<file path="config.mk">
export PLATFORM = sky130hd
export DESIGN_NAME = md5_stream_hasher_core
export DESIGN_NICKNAME = d
export VERILOG_FILES = /design/src/md5sh_pkg.sv /design/src/md5sh_buf.sv /design/src/md5sh_round.sv /design/src/md5_stream_hasher_core.sv
export VERILOG_INCLUDE_DIRS = /design/src /design/src/src
export SDC_FILE = /design/constraint.sdc
export NUM_CORES = 2
export LEC_CHECK = 0
export CORE_AREA = 5 5 373 375
export DETAILED_ROUTE_END_ITERATION = 8
export DIE_AREA = 0 0 378 380
export DONT_BUFFER_PORTS = 1
export GPL_TIMING_DRIVEN = 0
export SYNTH_ARGS = -nofsm -noshare
export SYNTH_HDL_FRONTEND = slang
export SYNTH_SLANG_ARGS = --single-unit
</file>
<file path="constraint.sdc">
create_clock -name i_clk -period 14.6 [get_ports i_clk]
set_input_delay 3.65 -clock i_clk [delete_from_list [all_inputs] [get_ports i_clk]]
set_output_delay 3.65 -clock i_clk [all_outputs]
set_load 0.02 [all_outputs]
</file>
<file path="src/md5_stream_hasher_core_assert.svh">
// assertion macros shared by the md5 stream hasher rtl
`ifndef MD5_STREAM_HASHER_CORE_ASSERT_SVH
`define MD5_STREAM_HASHER_CORE_ASSERT_SVH

// same-cycle implication, checked outside reset
`define MD5SH_ASSERT_NOW(lbl, ante, cons, msg) \
    lbl: assert property (@(posedge i_clk) disable iff (!i_rst_n) (ante) |-> (cons)) \
        else $error(msg);

// next-cycle implication, checked outside reset
`define MD5SH_ASSERT_NEXT(lbl, ante, cons, msg) \
    lbl: assert property (@(posedge i_clk) disable iff (!i_rst_n) (ante) |=> (cons)) \
        else $error(msg);

`endif

</file>
<file path="src/md5sh_pkg.sv">
// types, round constants and schedule functions of the md5 stream hasher
package md5sh_pkg;

    typedef logic [31:0] t_word;
    typedef t_word [3:0] t_quad;

    typedef enum logic [2:0] {
        S_IDLE,
        S_PAD,
        S_LOAD,
        S_ROUND,
        S_ADD,
        S_DONE
    } t_state;

    typedef enum logic [1:0] {
        PAD_MARK,
        PAD_ZERO,
        PAD_LEN
    } t_pad_stage;

    typedef struct packed {
        logic       load;
        logic       step;
        logic [5:0] idx;
    } t_round_ctl;

    localparam t_word IV_A = 32'h67452301;
    localparam t_word IV_B = 32'hefcdab89;
    localparam t_word IV_C = 32'h98badcfe;
    localparam t_word IV_D = 32'h10325476;

    localparam t_word ROUND_K [64] = '{
        32'd3614090360, 32'd3905402710, 32'd606105819,  32'd3250441966,
        32'd4118548399, 32'd1200080426, 32'd2821735955, 32'd4249261313,
        32'd1770035416, 32'd2336552879, 32'd4294925233, 32'd2304563134,
        32'd1804603682, 32'd4254626195, 32'd2792965006, 32'd1236535329,
        32'd4129170786, 32'd3225465664, 32'd643717713,  32'd3921069994,
        32'd3593408605, 32'd38016083,   32'd3634488961, 32'd3889429448,
        32'd568446438,  32'd3275163606, 32'd4107603335, 32'd1163531501,
        32'd2850285829, 32'd4243563512, 32'd1735328473, 32'd2368359562,
        32'd4294588738, 32'd2272392833, 32'd1839030562, 32'd4259657740,
        32'd2763975236, 32'd1272893353, 32'd4139469664, 32'd3200236656,
        32'd681279174,  32'd3936430074, 32'd3572445317, 32'd76029189,
        32'd3654602809, 32'd3873151461, 32'd530742520,  32'd3299628645,
        32'd4096336452, 32'd1126891415, 32'd2878612391, 32'd4237533241,
        32'd1700485571, 32'd2399980690, 32'd4293915773, 32'd2240044497,
        32'd1873313359, 32'd4264355552, 32'd2734768916, 32'd1309151649,
        32'd4149444226, 32'd3174756917, 32'd718787259,  32'd3951481745
    };

    // rotate amount repeats every four rounds within each group of sixteen
    function automatic logic [4:0] f_rot_amt(input logic [5:0] idx);
        logic [4:0] amt;
        amt = 5'd0;
        unique case ({idx[5:4], idx[1:0]})
            4'b00_00: amt = 5'd7;
            4'b00_01: amt = 5'd12;
            4'b00_10: amt = 5'd17;
            4'b00_11: amt = 5'd22;
            4'b01_00: amt = 5'd5;
            4'b01_01: amt = 5'd9;
            4'b01_10: amt = 5'd14;
            4'b01_11: amt = 5'd20;
            4'b10_00: amt = 5'd4;
            4'b10_01: amt = 5'd11;
            4'b10_10: amt = 5'd16;
            4'b10_11: amt = 5'd23;
            4'b11_00: amt = 5'd6;
            4'b11_01: amt = 5'd10;
            4'b11_10: amt = 5'd15;
            4'b11_11: amt = 5'd21;
        endcase
        return amt;
    endfunction

    // message word index used by a round
    function automatic logic [3:0] f_msg_idx(input logic [5:0] idx);
        logic [7:0] prod;
        logic [3:0] g;
        prod = 8'd0;
        unique case (idx[5:4])
            2'd0: prod = {2'b00, idx};
            2'd1: prod = 8'd5 * {2'b00, idx} + 8'd1;
            2'd2: prod = 8'd3 * {2'b00, idx} + 8'd5;
            2'd3: prod = 8'd7 * {2'b00, idx};
        endcase
        g = prod[3:0];
        return g;
    endfunction

endpackage

</file>
<file path="src/md5sh_buf.sv">
// 16 x 32 message block memory, one write port, one registered read port
module md5sh_buf (
    input  logic                 i_clk,
    input  logic                 i_wr_en,
    input  logic [3:0]           i_wr_addr,
    input  md5sh_pkg::t_word     i_wr_data,
    input  logic [3:0]           i_rd_addr,
    output md5sh_pkg::t_word     o_rd_data
);

    md5sh_pkg::t_word r_mem [16];
    md5sh_pkg::t_word r_rd_data;

    always_ff @(posedge i_clk) begin
        if (i_wr_en) begin
            r_mem[i_wr_addr] <= i_wr_data;
        end
        r_rd_data <= r_mem[i_rd_addr];
    end

    assign o_rd_data = r_rd_data;

endmodule

</file>
<file path="src/md5sh_round.sv">
// md5 round datapath: working words a b c d, one round per cycle while step is set
module md5sh_round (
    input  logic                   i_clk,
    input  md5sh_pkg::t_round_ctl  i_ctl,
    input  md5sh_pkg::t_quad       i_chain,
    input  md5sh_pkg::t_word       i_msg,
    output md5sh_pkg::t_quad       o_work
);

    md5sh_pkg::t_word r_a, r_b, r_c, r_d;
    // a plus round constant, prepared one round ahead
    md5sh_pkg::t_word r_ak;

    md5sh_pkg::t_word f_val;
    md5sh_pkg::t_word sum;
    logic [63:0]      dbl;
    md5sh_pkg::t_word n_b;
    logic [5:0]       idx_nx;

    always_comb begin
        f_val = '0;
        unique case (i_ctl.idx[5:4])
            2'd0: f_val = (r_b & r_c) | (~r_b & r_d);
            2'd1: f_val = (r_d & r_b) | (~r_d & r_c);
            2'd2: f_val = r_b ^ r_c ^ r_d;
            2'd3: f_val = r_c ^ (r_b | ~r_d);
        endcase
        sum    = f_val + r_ak + i_msg;
        dbl    = {sum, sum} << md5sh_pkg::f_rot_amt(i_ctl.idx);
        n_b    = r_b + dbl[63:32];
        idx_nx = i_ctl.idx + 6'd1;
    end

    always_ff @(posedge i_clk) begin
        if (i_ctl.load) begin
            r_a  <= i_chain[0];
            r_b  <= i_chain[1];
            r_c  <= i_chain[2];
            r_d  <= i_chain[3];
            r_ak <= i_chain[0] + md5sh_pkg::ROUND_K[0];
        end else if (i_ctl.step) begin
            r_a  <= r_d;
            r_b  <= n_b;
            r_c  <= r_b;
            r_d  <= r_c;
            r_ak <= r_d + md5sh_pkg::ROUND_K[idx_nx];
        end
    end

    assign o_work = {r_d, r_c, r_b, r_a};

endmodule

</file>
<file path="src/md5_stream_hasher_core.sv">
// md5 stream hasher top level: byte intake, padding, round sequencing, digest output
//
// Computes the MD5 digest of a message streamed one byte per input transfer.
// A transfer with i_has_byte high carries a byte; one with i_last high ends
// the message (i_last with i_has_byte low ends it with no byte, so a lone
// end marker gives the digest of the empty message). Bytes are packed into
// 32-bit little-endian words and written to a 16-word block memory. When
// the 64th byte of a block lands, the block is compressed (a prefetch, 64
// rounds at one per cycle through the round datapath, a chaining add),
// during which o_stall is high. At message end the pad byte, zero fill
// and 64-bit bit length are written one byte per cycle, and the tail then
// needs one or two compressions. The digest is then delivered as two transfers:
// bytes 0..7 first (o_is_last low), bytes 8..15 second (o_is_last high),
// first digest byte in bits 63:56. The hasher is ready for the next message
// while the digest still waits on the output. Message length wraps modulo
// 2^64 bits. The block memory needs no clearing after reset.
module md5_stream_hasher_core (
    input  logic        i_clk,
    input  logic        i_rst_n,
    // input channel
    input  logic        i_valid,
    output logic        o_stall,
    input  logic [7:0]  i_data_byte,
    input  logic        i_has_byte,
    input  logic        i_last,
    // output channel
    output logic        o_valid,
    input  logic        i_stall,
    output logic [63:0] o_digest_half,
    output logic        o_is_last
);

    // control state
    md5sh_pkg::t_state     r_state, n_state;
    md5sh_pkg::t_pad_stage r_pad_stage, n_pad_stage;
    logic                  r_pad_active, n_pad_active;   // padding still owed
    logic                  r_final, n_final;             // current block ends the message
    logic [5:0]            r_idx, n_idx;                 // round number
    logic [5:0]            r_pos;                        // byte position in block
    logic [63:0]           r_count;                      // message bytes so far
    logic [23:0]           r_word;                       // lower three bytes of word in assembly
    md5sh_pkg::t_quad      r_chain;

    // output register
    logic                  r_out_valid;
    logic                  r_out_half;
    logic [127:0]          r_dig;

    // datapath
    logic                  in_xfer;
    logic                  out_xfer;
    logic                  put;                          // a byte is written this cycle
    logic                  put_msg;                      // ...and it is a message byte
    logic [7:0]            put_byte;
    logic                  pad_len;
    logic [63:0]           bit_len;
    logic                  chain_add;
    logic                  dig_load;
    logic                  wr_en;
    logic [3:0]            rd_addr;
    md5sh_pkg::t_word      rd_data;
    md5sh_pkg::t_quad      work;
    md5sh_pkg::t_round_ctl round_ctl;

    assign in_xfer  = i_valid && !o_stall;
    assign out_xfer = r_out_valid && !i_stall;

    // the length field starts at position 56 once the zero fill reaches it
    assign pad_len = (r_pad_stage == md5sh_pkg::PAD_LEN) ||
                     ((r_pad_stage == md5sh_pkg::PAD_ZERO) && (r_pos == 6'd56));
    assign bit_len = {r_count[60:0], 3'b000};

    always_comb begin
        priority if (r_pad_stage == md5sh_pkg::PAD_MARK) begin
            put_byte = 8'h80;
        end else if (pad_len) begin
            put_byte = bit_len[{r_pos[2:0], 3'b000} +: 8];
        end else begin
            put_byte = 8'h00;
        end
        if (r_state != md5sh_pkg::S_PAD) begin
            put_byte = i_data_byte;
        end
    end

    // next state and control
    always_comb begin
        n_state      = r_state;
        n_pad_stage  = r_pad_stage;
        n_pad_active = r_pad_active;
        n_final      = r_final;
        n_idx        = r_idx;
        o_stall      = 1'b1;
        put          = 1'b0;
        put_msg      = 1'b0;
        chain_add    = 1'b0;
        dig_load     = 1'b0;
        round_ctl    = '{load: 1'b0, step: 1'b0, idx: r_idx};
        rd_addr      = md5sh_pkg::f_msg_idx(6'd0);
        unique case (r_state)
            md5sh_pkg::S_IDLE: begin
                o_stall = 1'b0;
                if (in_xfer) begin
                    put     = i_has_byte;
                    put_msg = i_has_byte;
                    if (i_last) begin
                        n_pad_active = 1'b1;
                        n_pad_stage  = md5sh_pkg::PAD_MARK;
                    end
                    priority if (i_has_byte && (r_pos == 6'd63)) begin
                        n_state = md5sh_pkg::S_LOAD;
                    end else if (i_last) begin
                        n_state = md5sh_pkg::S_PAD;
                    end
                end
            end
            md5sh_pkg::S_PAD: begin
                put = 1'b1;
                priority if (r_pad_stage == md5sh_pkg::PAD_MARK) begin
                    n_pad_stage = md5sh_pkg::PAD_ZERO;
                end else if (pad_len) begin
                    n_pad_stage = md5sh_pkg::PAD_LEN;
                end
                if (r_pos == 6'd63) begin
                    n_state = md5sh_pkg::S_LOAD;
                    n_final = pad_len;
                end
            end
            md5sh_pkg::S_LOAD: begin
                // prefetch the first round's word
                round_ctl.load = 1'b1;
                n_idx          = 6'd0;
                n_state        = md5sh_pkg::S_ROUND;
            end
            md5sh_pkg::S_ROUND: begin
                round_ctl.step = 1'b1;
                rd_addr        = md5sh_pkg::f_msg_idx(r_idx + 6'd1);
                n_idx          = r_idx + 6'd1;
                if (r_idx == 6'd63) begin
                    n_state = md5sh_pkg::S_ADD;
                end
            end
            md5sh_pkg::S_ADD: begin
                chain_add = 1'b1;
                priority if (r_final) begin
                    n_state = md5sh_pkg::S_DONE;
                end else if (r_pad_active) begin
                    n_state = md5sh_pkg::S_PAD;
                end else begin
                    n_state = md5sh_pkg::S_IDLE;
                end
            end
            md5sh_pkg::S_DONE: begin
                // wait until the previous digest has left
                if (!r_out_valid) begin
                    dig_load     = 1'b1;
                    n_final      = 1'b0;
                    n_pad_active = 1'b0;
                    n_pad_stage  = md5sh_pkg::PAD_MARK;
                    n_state      = md5sh_pkg::S_IDLE;
                end
            end
            default: n_state = md5sh_pkg::S_IDLE;
        endcase
    end

    always_ff @(posedge i_clk) begin
        if (!i_rst_n) begin
            r_state      <= md5sh_pkg::S_IDLE;
            r_pad_stage  <= md5sh_pkg::PAD_MARK;
            r_pad_active <= 1'b0;
            r_final      <= 1'b0;
            r_idx        <= '0;
        end else begin
            r_state      <= n_state;
            r_pad_stage  <= n_pad_stage;
            r_pad_active <= n_pad_active;
            r_final      <= n_final;
            r_idx        <= n_idx;
        end
    end

    // byte position, length count and chaining words
    always_ff @(posedge i_clk) begin
        if (!i_rst_n) begin
            r_pos   <= '0;
            r_count <= '0;
            r_chain <= {md5sh_pkg::IV_D, md5sh_pkg::IV_C, md5sh_pkg::IV_B, md5sh_pkg::IV_A};
        end else begin
            if (dig_load) begin
                r_pos   <= '0;
                r_count <= '0;
                r_chain <= {md5sh_pkg::IV_D, md5sh_pkg::IV_C,
                            md5sh_pkg::IV_B, md5sh_pkg::IV_A};
            end else begin
                if (put) begin
                    r_pos <= r_pos + 6'd1;
                end
                if (put_msg) begin
                    r_count <= r_count + 64'd1;
                end
                if (chain_add) begin
                    r_chain[0] <= r_chain[0] + work[0];
                    r_chain[1] <= r_chain[1] + work[1];
                    r_chain[2] <= r_chain[2] + work[2];
                    r_chain[3] <= r_chain[3] + work[3];
                end
            end
        end
    end

    // little-endian word assembly, the top byte goes straight to memory
    always_ff @(posedge i_clk) begin
        if (put) begin
            unique case (r_pos[1:0])
                2'd0: r_word[7:0]   <= put_byte;
                2'd1: r_word[15:8]  <= put_byte;
                2'd2: r_word[23:16] <= put_byte;
                2'd3: r_word        <= r_word;
            endcase
        end
    end

    assign wr_en = put && (r_pos[1:0] == 2'd3);

    // digest output, two transfers per message
    always_ff @(posedge i_clk) begin
        if (!i_rst_n) begin
            r_out_valid <= 1'b0;
            r_out_half  <= 1'b0;
        end else begin
            priority if (dig_load) begin
                r_out_valid <= 1'b1;
                r_out_half  <= 1'b0;
            end else if (out_xfer) begin
                r_out_valid <= !r_out_half;
                r_out_half  <= !r_out_half;
            end
        end
    end

    // chaining words are little-endian, the digest string is byte order
    always_ff @(posedge i_clk) begin
        if (dig_load) begin
            r_dig <= {r_chain[0][7:0], r_chain[0][15:8], r_chain[0][23:16], r_chain[0][31:24],
                      r_chain[1][7:0], r_chain[1][15:8], r_chain[1][23:16], r_chain[1][31:24],
                      r_chain[2][7:0], r_chain[2][15:8], r_chain[2][23:16], r_chain[2][31:24],
                      r_chain[3][7:0], r_chain[3][15:8], r_chain[3][23:16], r_chain[3][31:24]};
        end
    end

    assign o_valid       = r_out_valid;
    assign o_is_last     = r_out_half;
    assign o_digest_half = r_out_half ? r_dig[63:0] : r_dig[127:64];

    md5sh_buf u_buf (
        .i_clk     (i_clk),
        .i_wr_en   (wr_en),
        .i_wr_addr (r_pos[5:2]),
        .i_wr_data ({put_byte, r_word}),
        .i_rd_addr (rd_addr),
        .o_rd_data (rd_data)
    );

    md5sh_round u_round (
        .i_clk   (i_clk),
        .i_ctl   (round_ctl),
        .i_chain (r_chain),
        .i_msg   (rd_data),
        .o_work  (work)
    );

`include "md5_stream_hasher_core_assert.svh"

    // rounds run back to back without a gap
`MD5SH_ASSERT_NEXT(a_round_seq, (r_state == md5sh_pkg::S_ROUND) && (r_idx != 6'd63), (r_state == md5sh_pkg::S_ROUND) && (r_idx == $past(r_idx) + 6'd1), "round sequence broken")
    // block memory is frozen while a block is compressed
`MD5SH_ASSERT_NOW(a_no_wr_comp, (r_state == md5sh_pkg::S_LOAD) || (r_state == md5sh_pkg::S_ROUND) || (r_state == md5sh_pkg::S_ADD), !wr_en, "block memory written during compression")
    // a captured digest starts with its first half
`MD5SH_ASSERT_NEXT(a_dig_first, (r_state == md5sh_pkg::S_DONE) && !r_out_valid, o_valid && !o_is_last, "digest not presented from first half")
    // the second half ends the digest, nothing follows it at once
`MD5SH_ASSERT_NEXT(a_dig_end, o_valid && o_is_last && !i_stall, !o_valid, "extra result after digest end")

endmodule

</file>
==> results.toml <==
[clock_network]
insertion_delay_ns = 0.79
htreeDepth = 3
cts.sinks = 1071
cts_buffer_depth = 3
cts_hold_buf = 0
cts_buffers = 113
cts.repair.resized = 0
cts_tree = "yes"
path_clk_slew_ns = 0.07
clockRootBuffer = "clkbuf_16"
post_cts_buffers = 0

[critical_path]
path_class = "register to register"
r2r_cells = 37
crit_end = "u_round.r_b[26]$_DFFE_PN_"
r2r_slack_ns = 2.98
timing.rr.end = "u_round.r_b[26]$_DFFE_PN_"
start_kind = "register"
cpMaxStageDelayCell = "clkbuf_1"
cp-end-kind = "register"
r2r-start = "r_idx[5]$_SDFFE_PN0N_"
critPathMaxStageDelay_ns = 0.85
worstSetupStartpoint = "r_idx[5]$_SDFFE_PN0N_"
path_max_fanout = 10
cp.required_ns = 15.02
cp.arrival_ns = 12.05

[yosys]
synth_nets = 6400
syn_area_um2 = 60400
yosysMostFrequentCell = "nand2_1"
yosysTopAreaCellShare = 0.410
seq_area_frac_synth = 0.492
yosys_warnings = 0
synth-main-ff-cell = "edfxtp_1"
synth_commonest_cells = "nand2_1, edfxtp_1, a21oi_1, nor2_1, o21ai_0"
synth_async_sr_flop_share = 0
synth_enable_flop_cells = 824
synth.area.top_cells = "edfxtp_1, dfxtp_1, nand2_1"
syn_avg_cell_area_um2 = 9.91
synth.ff_latch_count = 1071
ys_types = 98
synth_top_area_cell = "edfxtp_1"
postSynthCellCount = 6093

[power]
leakagePower_nw = 24.2
seq_power_share = 0.334
peakVddDrop_mv = 0.150
internal-power_mw = 7.19
power.share.switching = 0.392
power.density_nw_per_um2 = 176
power.switching_mw = 4.63
comb_power_share = 0.418
p_clk_frac = 0.248

[global_routing]
grt.total_usage = 0.314
grt_start_max_net_pins = 84
antenna_found_initial = 8
grt-ovfl-total = 0
grt_pass1_vias = 47200
grt_pass1_wl_um = 332000

[die]
rows = 135
die_w_um = 378
fp.dieArea_um2 = 144000
coreArea_um2 = 135000
io_pins = 81
start_util = 0.448
die_y_um = 380

[timing]
min_period_ns = 11.62
rsz0062_at_grt = "false"
final_max_slew_viol_count = 2
tightest_slew_ns = 1.58
maxSlewHeadroom = -0.0619
timing.final.crit_share = 0.796
hold_viol = 0
finClkSkew_ns = 0.0962
report.final.setup_viol = 0
fmax_mhz = 86.0
finalSetupTns_ns = 0

[cells_and_area]
fin_area_um2 = 67200
drive_gt1_frac = 0.0645
post-route-util = 0.498
register_area_um2 = 29700
multi_input_area_um2 = 28700
fillers = 12500
syn_to_final_growth_pct = 11.2
nets = 6552

[route]
wl_per_cell_um = 28.6
vias_per_cell = 6.12
wirelength_um = 233000
first_pass_iters = 6
vias = 49800
ant_nets = 0
drt_iter0_markers = 5579
drcViolationCount = 0

[min_path]
hold_path_class = "register to register"

[placement]
buffer_ports.inserted = 0
dpl_cell_area_um2 = 63400
dp_hpwl_um = 176000
place.gp.congestion = 0.994

[flow_run]
maxCapViolCount = 1

[status]
status = "complete, but fails checks"
violations = "max-capacitance violations, max-slew violations"
## sequential cells by signal, indices dropped and copies added, names as in the netlist, named ones only
signal,count
r_chain,128
r_final,1
r_state,3
u_round.r_ak,32
o_valid,1
u_round.r_c,32
o_is_last,1
u_round.r_d,32
r_count,61
u_buf.r_mem,512
u_round.r_a,32
r_pos,6
u_round.r_b,32
r_dig,128
r_word,24
u_buf.o_rd_data,32
r_idx,6
r_pad_stage,2
r_pad_active,1
## power by group through the flow
stage	clock [mW]	combinational [mW]	sequential, mW
2_1_floorplan	0	3.50	3.87
3_3_place_gp	0	4.74	4.02
3_5_place_dp	0	4.83	4.00
4_1_cts	2.97	4.86	3.94
5_1_grt	3.09	5.37	3.96
6_report	2.93	4.94	3.95
## worst max-delay path, delay by kind of cell (launching register included)
family | cells | cell delay, ns
AOI/OAI and AO/OA | 21 | 5.50
xor gates and xnor gates | 2 | 0.50
adders and majority gates | 4 | 1.57
buffers and inverters | 5 | 2.18
muxes | 2 | 0.37
DFF | 1 | 0.39
and+or+nand+nor | 3 | 0.76
## per-layer routing
layer | wire (µm) | vias to the layer above | GRT usage
met2 | 109000 | 2151 | 0.517
met3 | 17700 | 484 | 0.0496
met1 | 91700 | 24500 | 0.400
li1 | - | 22600 | -
met5 | 0 | - | 0
met4 | 14500 | 0 | 0.163
## worst min path at each step
| stage | from | cells past startpoint | endpoint | slack (ns) |
|---|---|---|---|---|
| after global routing | r_chain[27]$_SDFFE_PP0N_ | 0 | r_dig[99]$_DFFE_PP_ | 0.49 |
| after global placement | r_chain[127]$_SDFFE_PP0N_ | 0 | r_dig[7]$_DFFE_PP_ | 0.45 |
| final | r_chain[127]$_SDFFE_PP0N_ | 0 | r_dig[7]$_DFFE_PP_ | 0.48 |
| after CTS | r_chain[27]$_SDFFE_PP0N_ | 0 | r_dig[99]$_DFFE_PP_ | 0.47 |
| after floorplan | r_chain[28]$_SDFFE_PP0N_ | 0 | r_dig[100]$_DFFE_PP_ | 0.43 |
| after detailed placement | r_chain[127]$_SDFFE_PP0N_ | 0 | r_dig[7]$_DFFE_PP_ | 0.46 |
## cell type report
type                    instances  area share
clock inverters                63      0.0102
plain buffers                 347      0.0195
inverters                     218      0.0123
clock buffers                 151      0.0460
diodes                          4    0.000149
well taps                    1781      0.0332
repair buffers                 37     0.00885
flip-flops and latches       1071       0.442
multi-input cells            4457       0.428
## cell families (layout without fill, tap and decap cells)
family | Yosys count | in the layout | synth area share
and+or+nand+nor | 1970 | 1970 | 0.145
AOI/OAI and AO/OA | 1691 | 1691 | 0.179
DFF | 1071 | 1071 | 0.492
buffers and inverters | 565 | 816 | 0.0352
xor gates and xnor gates | 308 | 308 | 0.0449
adders and majority gates | 294 | 294 | 0.0658
muxes | 194 | 194 | 0.0391
other | 0 | 4 | 0
## stage by stage
step           worst slack [ns]  power [mW]  hold slack (ns)  instances
6_report                   2.98        11.8            0.478       8129
2_1_floorplan              6.24        7.37            0.435       6093
3_5_place_dp               3.39        8.83            0.459       7911
4_1_cts                    3.26        11.8            0.471       8125
3_3_place_gp               2.29        8.76            0.451       7874
5_1_grt                    2.69        12.4            0.488       8125
## cell usage in the layout, fill, tap and decap left out, drive strengths merged, types with 150 or more instances in the layout
cell type and n:
nor2 373, a211oi 202, xnor2 175, dfxtp 247, ha 253, o21ai 363, a21oi 471, and2 150
clkbuf 458, inv 215, nand2 999, edfxtp 824
No activity file was read; power rests on OpenSTA's default activity.
